**src/design/assert_macros.svh**
```systemverilog
// Assertion macros shared by the tag engine modules.
`ifndef ASSERT_MACROS_SVH
`define ASSERT_MACROS_SVH

// Condition holds at every clock edge out of reset.
`define ASSERT_ALWAYS(lbl, expr, msg) \
    lbl: assert property (@(posedge i_clk) disable iff (!i_rst_n) (expr)) \
        else $error(msg);

// Consequent holds in the same cycle as the antecedent.
`define ASSERT_IMPLIES(lbl, ante, cons, msg) \
    lbl: assert property (@(posedge i_clk) disable iff (!i_rst_n) (ante) |-> (cons)) \
        else $error(msg);

// Consequent holds in the cycle after the antecedent.
`define ASSERT_NEXT(lbl, ante, cons, msg) \
    lbl: assert property (@(posedge i_clk) disable iff (!i_rst_n) (ante) |=> (cons)) \
        else $error(msg);

`endif

```
**src/design/sactlr_pkg.sv**
```systemverilog
// Shared types and constants of the cache tag and replacement engine.
package sactlr_pkg;

    // Default geometry
    localparam int LINE_OFFSET_BITS_DEF = 4;
    localparam int SET_INDEX_BITS_DEF   = 6;
    localparam int WAYS_DEF             = 4;

    // Input action codes
    localparam logic [1:0] ACT_ACCESS     = 2'd0;
    localparam logic [1:0] ACT_FLUSH_ALL  = 2'd1;
    localparam logic [1:0] ACT_FLUSH_LINE = 2'd2;

    // Classified operation handed from front to back
    typedef enum logic [2:0] {
        OP_NOP,
        OP_LOOKUP,
        OP_BYPASS,
        OP_FLUSH_ALL,
        OP_FLUSH_LINE
    } t_op;

    typedef struct packed {
        t_op         op;
        logic [31:0] addr;
    } t_item;

    // Decoupling queue between front and back
    localparam int Q_DEPTH = 2;
    localparam int Q_PTR_W = $clog2(Q_DEPTH);
    localparam int Q_CNT_W = $clog2(Q_DEPTH + 1);

endpackage

```
**src/design/sactlr_queue.sv**
```systemverilog
// Short FIFO of classified items between front and back.
`include "assert_macros.svh"

module sactlr_queue import sactlr_pkg::*; (
    input  logic   i_clk,
    input  logic   i_rst_n,
    input  logic   i_push,
    input  t_item  i_item,
    input  logic   i_pop,
    output t_item  o_item,
    output logic   o_avail,
    output logic   o_full
);

    t_item                r_mem [Q_DEPTH];
    logic [Q_PTR_W-1:0]   r_wr_ptr, n_wr_ptr;
    logic [Q_PTR_W-1:0]   r_rd_ptr, n_rd_ptr;
    logic [Q_CNT_W-1:0]   r_count, n_count;

    assign o_full  = (r_count == Q_CNT_W'(Q_DEPTH));
    assign o_avail = (r_count != '0);
    assign o_item  = r_mem[r_rd_ptr];

    // Pointer and fill count update
    always_comb begin
        n_wr_ptr = i_push ? r_wr_ptr + 1'b1 : r_wr_ptr;
        n_rd_ptr = i_pop  ? r_rd_ptr + 1'b1 : r_rd_ptr;
        n_count  = r_count;
        if (i_push && !i_pop) begin
            n_count = r_count + 1'b1;
        end else if (i_pop && !i_push) begin
            n_count = r_count - 1'b1;
        end
    end

    always_ff @(posedge i_clk) begin
        if (!i_rst_n) begin
            r_wr_ptr <= '0;
            r_rd_ptr <= '0;
            r_count  <= '0;
        end else begin
            r_wr_ptr <= n_wr_ptr;
            r_rd_ptr <= n_rd_ptr;
            r_count  <= n_count;
        end
    end

    // Entry storage
    always_ff @(posedge i_clk) begin
        if (i_push) begin
            r_mem[r_wr_ptr] <= i_item;
        end
    end

    `ASSERT_IMPLIES(a_q_no_overflow, i_push, !o_full, "queue push while full")
    `ASSERT_IMPLIES(a_q_no_underflow, i_pop, o_avail, "queue pop while empty")

endmodule

```
**config.mk**
```make
export PLATFORM = sky130hd
export DESIGN_NAME = sactlr_queue
export DESIGN_NICKNAME = d
export VERILOG_FILES = /design/src/design/sactlr_pkg.sv /design/src/design/sactlr_queue.sv
export VERILOG_INCLUDE_DIRS = /design/src /design/src/design
export SDC_FILE = /design/constraint.sdc
export NUM_CORES = 1
export LEC_CHECK = 0
export BUFFER_PORTS_ARGS = -buffer_cell sky130_fd_sc_hd__buf_2
export CAP_MARGIN = 20
export CORE_ASPECT_RATIO = 0.9
export CORE_MARGIN = 2
export CORE_UTILIZATION = 50
export CTS_CLUSTER_SIZE = 28
export DETAILED_ROUTE_END_ITERATION = 10
export PLACE_DENSITY = 0.77
export SYNTH_ARGS = -nofsm -noshare
export SYNTH_HDL_FRONTEND = slang
export SYNTH_SLANG_ARGS = --single-unit
```
**constraint.sdc**
```tcl
create_clock -name i_clk -period 4.29 [get_ports i_clk]
set_clock_uncertainty 0.1 [all_clocks]
set_input_delay 0.6435 -clock i_clk [delete_from_list [all_inputs] [get_ports i_clk]]
set_output_delay 0.6435 -clock i_clk [all_outputs]
set_load 0.1 [all_outputs]
```
# Word level (Yosys, flattened, before mapping)
# Memories as Yosys holds them, arrays and structs flattened. A register that Yosys moved wholly into a read port is not among the register bits.
# Index checks and enable logic that the tools add are counted.
# totals
reg_bits	4
latch_bits	0
ramBits	70
mem_bits_ro	0
inputBits	39
output_inout_bits	37
n_memories	1
# memory_table
name	depth	width	rd	rd_clocked_by_memory_dff	wr	line_no	rtl
r_mem	2	35	1	1	1	sactlr_queue.sv:15	t_item r_mem [Q_DEPTH];
# op_classes
add_sub_neg	4
multipliers	0
n_div	0
magnitude_cmp	0
n_eq_ne	1
shifts	0
mux	6
n_bitwise	0
n_reduce_logical	6
# ops
op	count
$mux 1	4
$mux 2	2
$reduce_bool 2->1	2
$add 1x1->1 const B	2
$add 2x1->2 const B	1
$eq 2x2->1 const B	1
$logic_and 1x1->1	2
$logic_not 1->1	2
$sub 2x1->2 const B	1

# Longest topological paths before layout
# logic_depth
ltp_word	4
mapped_depth	5
ltp_nobuf	5

# Worst setup path after synthesis
# Ideal clock, no wire load.
# synth_path
path_type	in2reg
startpoint	in i_push
endpoint	mem r_mem[0][0] in the netlist's numbering, enable pin
setup_ns	0.433
t_arrival_ns	2.250
required_time_ns	3.757
path_slack_ns	1.507
stages	1
path_cell_list	nor2b_1
# synth_via
elab_chain_cells	2
# synth_rtl
item	line_no	rtl
start: declaration	sactlr_queue.sv:7	input logic i_push,
$mux 1	sactlr_queue.sv:50	if (i_push) begin
$mux 1 (not written as such)	sactlr_queue.sv:51	r_mem[r_wr_ptr] <= i_item;
end: declaration	sactlr_queue.sv:15	
# No other way between the ends.

==> impl_metrics.yaml <==
status:
  status: "complete, no violations"
synthesis:
  avgSynthCellArea_um2: 21.0
  synth_simple_gate_area_share_pct: 2.13
  synth_cell_types: 17
  synth_top_area_share_pct: 76.3
  ys_top_cells_by_count: "edfxtp_1 (70), mux2_2 (35), dfxtp_1 (5)"
  synth-seq-area-share_pct: 79.9
  synth_fp_nets: 171
  synth_edf_count: 70
  synth_most_common_cell: "edfxtp_1"
  synthCells: 131
  synth.area.mux_share_pct: 14.3
  synth_compound_area_share_pct: 0.726
  synth_top_family_by_area: "multiplexers"
  ys_ff_latch: 75
  yosys.area_share.adder_pct: 0.454
  synth-warning-count: 0
  synth-xor-area-share_pct: 0.953
  async_flop_share_pct: 0
  synth_ff_type: "edfxtp_1"
  synthTopCellsByArea: "edfxtp_1 (76%), mux2_2 (14%), dfxtp_1 (3.6%), buf_6 (1.2%), and2_1 (0.91%)"
  netlist.top_cell.by_area: "edfxtp_1"
  syn-cell-area_um2: 2760
detailed_routing:
  vias: 1410
  dr.pass1.iters: 4
  vias_per_cell: 4.95
  antenna_left: 0
  wl_um: 4410
  wl_per_cell_um: 15.5
  drtIter0Drc: 76
  drcViolationCount: 0
finish:
  antenna_cells: 0
  post_route_cells_drive_above_1_share_pct: 59.6
  syn_to_final_growth_pct: 23.0
  ff_latch_area_um2: 2200
  multiInputGateArea_um2: 520
  fin_cells: 285
  utilization_pct: 64.1
  fillCellCount: 380
  final_nets: 253
die:
  start_util_pct: 52.1
  die-area_um2: 6120
  num_rows: 25
  die_height_um: 74.4
  coreArea_um2: 5290
  die_width_um: 82.3
  ioPinCount: 76
timing:
  max_freq_mhz: 372
  hold_violations: 0
  slew_violations: 0
  fin_crit_ns: 2.69
  fin_ws_ns: 1.60
  relSlewSlack_pct: 30.1
  fin_hold_ws_ns: 0.394
  tightest_slew_ns: 1.05
  rsz0062_at_grt: "false"
  setup_tns_ns: 0
  setup_viol: 0
  min_period_over_period_pct: 62.7
setup_path:
  worstPathArrival_ns: 1.94
  start_kind: "flop"
  end_kind: "output pin"
  path_class: "flop to output pin"
  crit_fanout: 35
  required_ns: 3.55
placement:
  dp_cells: 269
  place_congestion: 0.682
  dp_hpwl_um: 2830
  port-buffer-count: 75
  pre_cts_ws_ns: 1.92
power_and_ir_drop:
  leakage_nw: 1.30
  powerDensity_nw_per_um2: 535
  ir_drop_uv: 265
clock_network:
  cts_buffers: 9
  htreeDepth: 3
  post_cts_resized: 0
  post-cts-setup-buffer-count: 0
  cts-root-buf: "clkbuf_8"
  clock_latency_ns: 0.33
  clockBufferDepth: 2
  cts_hold_buf: 0
  cts_sinks: 75
  path_clk_slew_ns: 0.08
  cts_tree: "yes"
grt:
  grt.total_usage_pct: 15.1
  antenna_found_initial: 0
  grt_start_max_net_pins: 37
  grt_pass1_vias: 1367
  grt_overflow: 0
  grt_pass1_wl_um: 6450
hold_path:
  hp-class: "primary input to flop"
job:
  drv_cap: 0
state kept, by name (all words and copies together), names as in the netlist, named ones only:
register	cells
r_wr_ptr	1
r_mem	70
r_count	2
r_rd_ptr	1
metal layers:
layer / share of wire (%) / wire [um] / track usage (%) / up-vias
met5: 0 / 0 / 0 / -
met4: 1.4 / 61 / 9.44 / 0
met3: 5.6 / 248 / 4.25 / 8
met2: 50 / 2230 / 24.6 / 43
met1: 42 / 1870 / 17.9 / 688
li1: - / - / - / 671
worst max-delay path, cell delays in order, from the launching register on:
cell and delay (ns):
dfxtp_2 0.88, mux2_2 0.31, buf_2 0.42
cell families after synthesis:
group | after synthesis
AOI/OAI and AO/OA | 3
xor gates and xnor gates | 3
adders and majority gates | 1
buffers and inverters | 5
DFF | 75
muxes | 35
and+or+nand+nor | 9
placed cells by master (no fill, tap or decap), types with 2 or more instances in the layout:
cell and instances:
and2_1 3, dfxtp_1 4, buf_2 75, xor2_1 2, clkinv_2 2, clkbuf_8 11, mux2_2 35, edfxtp_1 70
power breakdown:
group          internal, mW  total [mW]  switching (mW)
Clock                 0.300       0.540           0.240
Combinational        0.0811       0.407           0.326
Sequential            0.844       0.867          0.0238
area by class of cell:
type / instances / share of cell area (%)
multi-input combinational: 51 / 15.4
clock inverter: 4 / 1.44
sequential: 75 / 65.0
inverter: 1 / 0.111
tap: 67 / 2.47
clock buffer: 12 / 4.58
timing repair buffer: 75 / 11.1
metrics by stage:
stage	cell area [um2]	total power, mW
2_1_floorplan	2760	1.23
4_1_cts	3390	1.83
3_3_place_gp	3190	1.29
6_report	3390	1.81
3_5_place_dp	3190	1.29
5_1_grt	3390	1.88
worst paths after layout:
kind / to / from / cells past startpoint / slack, ns
hold reg to reg: r_count[1]$_SDFFE_PN0P_ / r_count[1]$_SDFFE_PN0P_ / 2 / 0.42
hold / removal: r_mem[1][6]$_DFFE_PP_ / i_item[6] / 1 / 0.39
setup reg to reg: r_mem[0][29]$_DFFE_PP_ / r_wr_ptr$_SDFFE_PN0P_ / 1 / 2.65
setup / recovery: o_item[14] / flop / 2 / 1.60
Note: power is estimated with default switching activity, not from simulation.
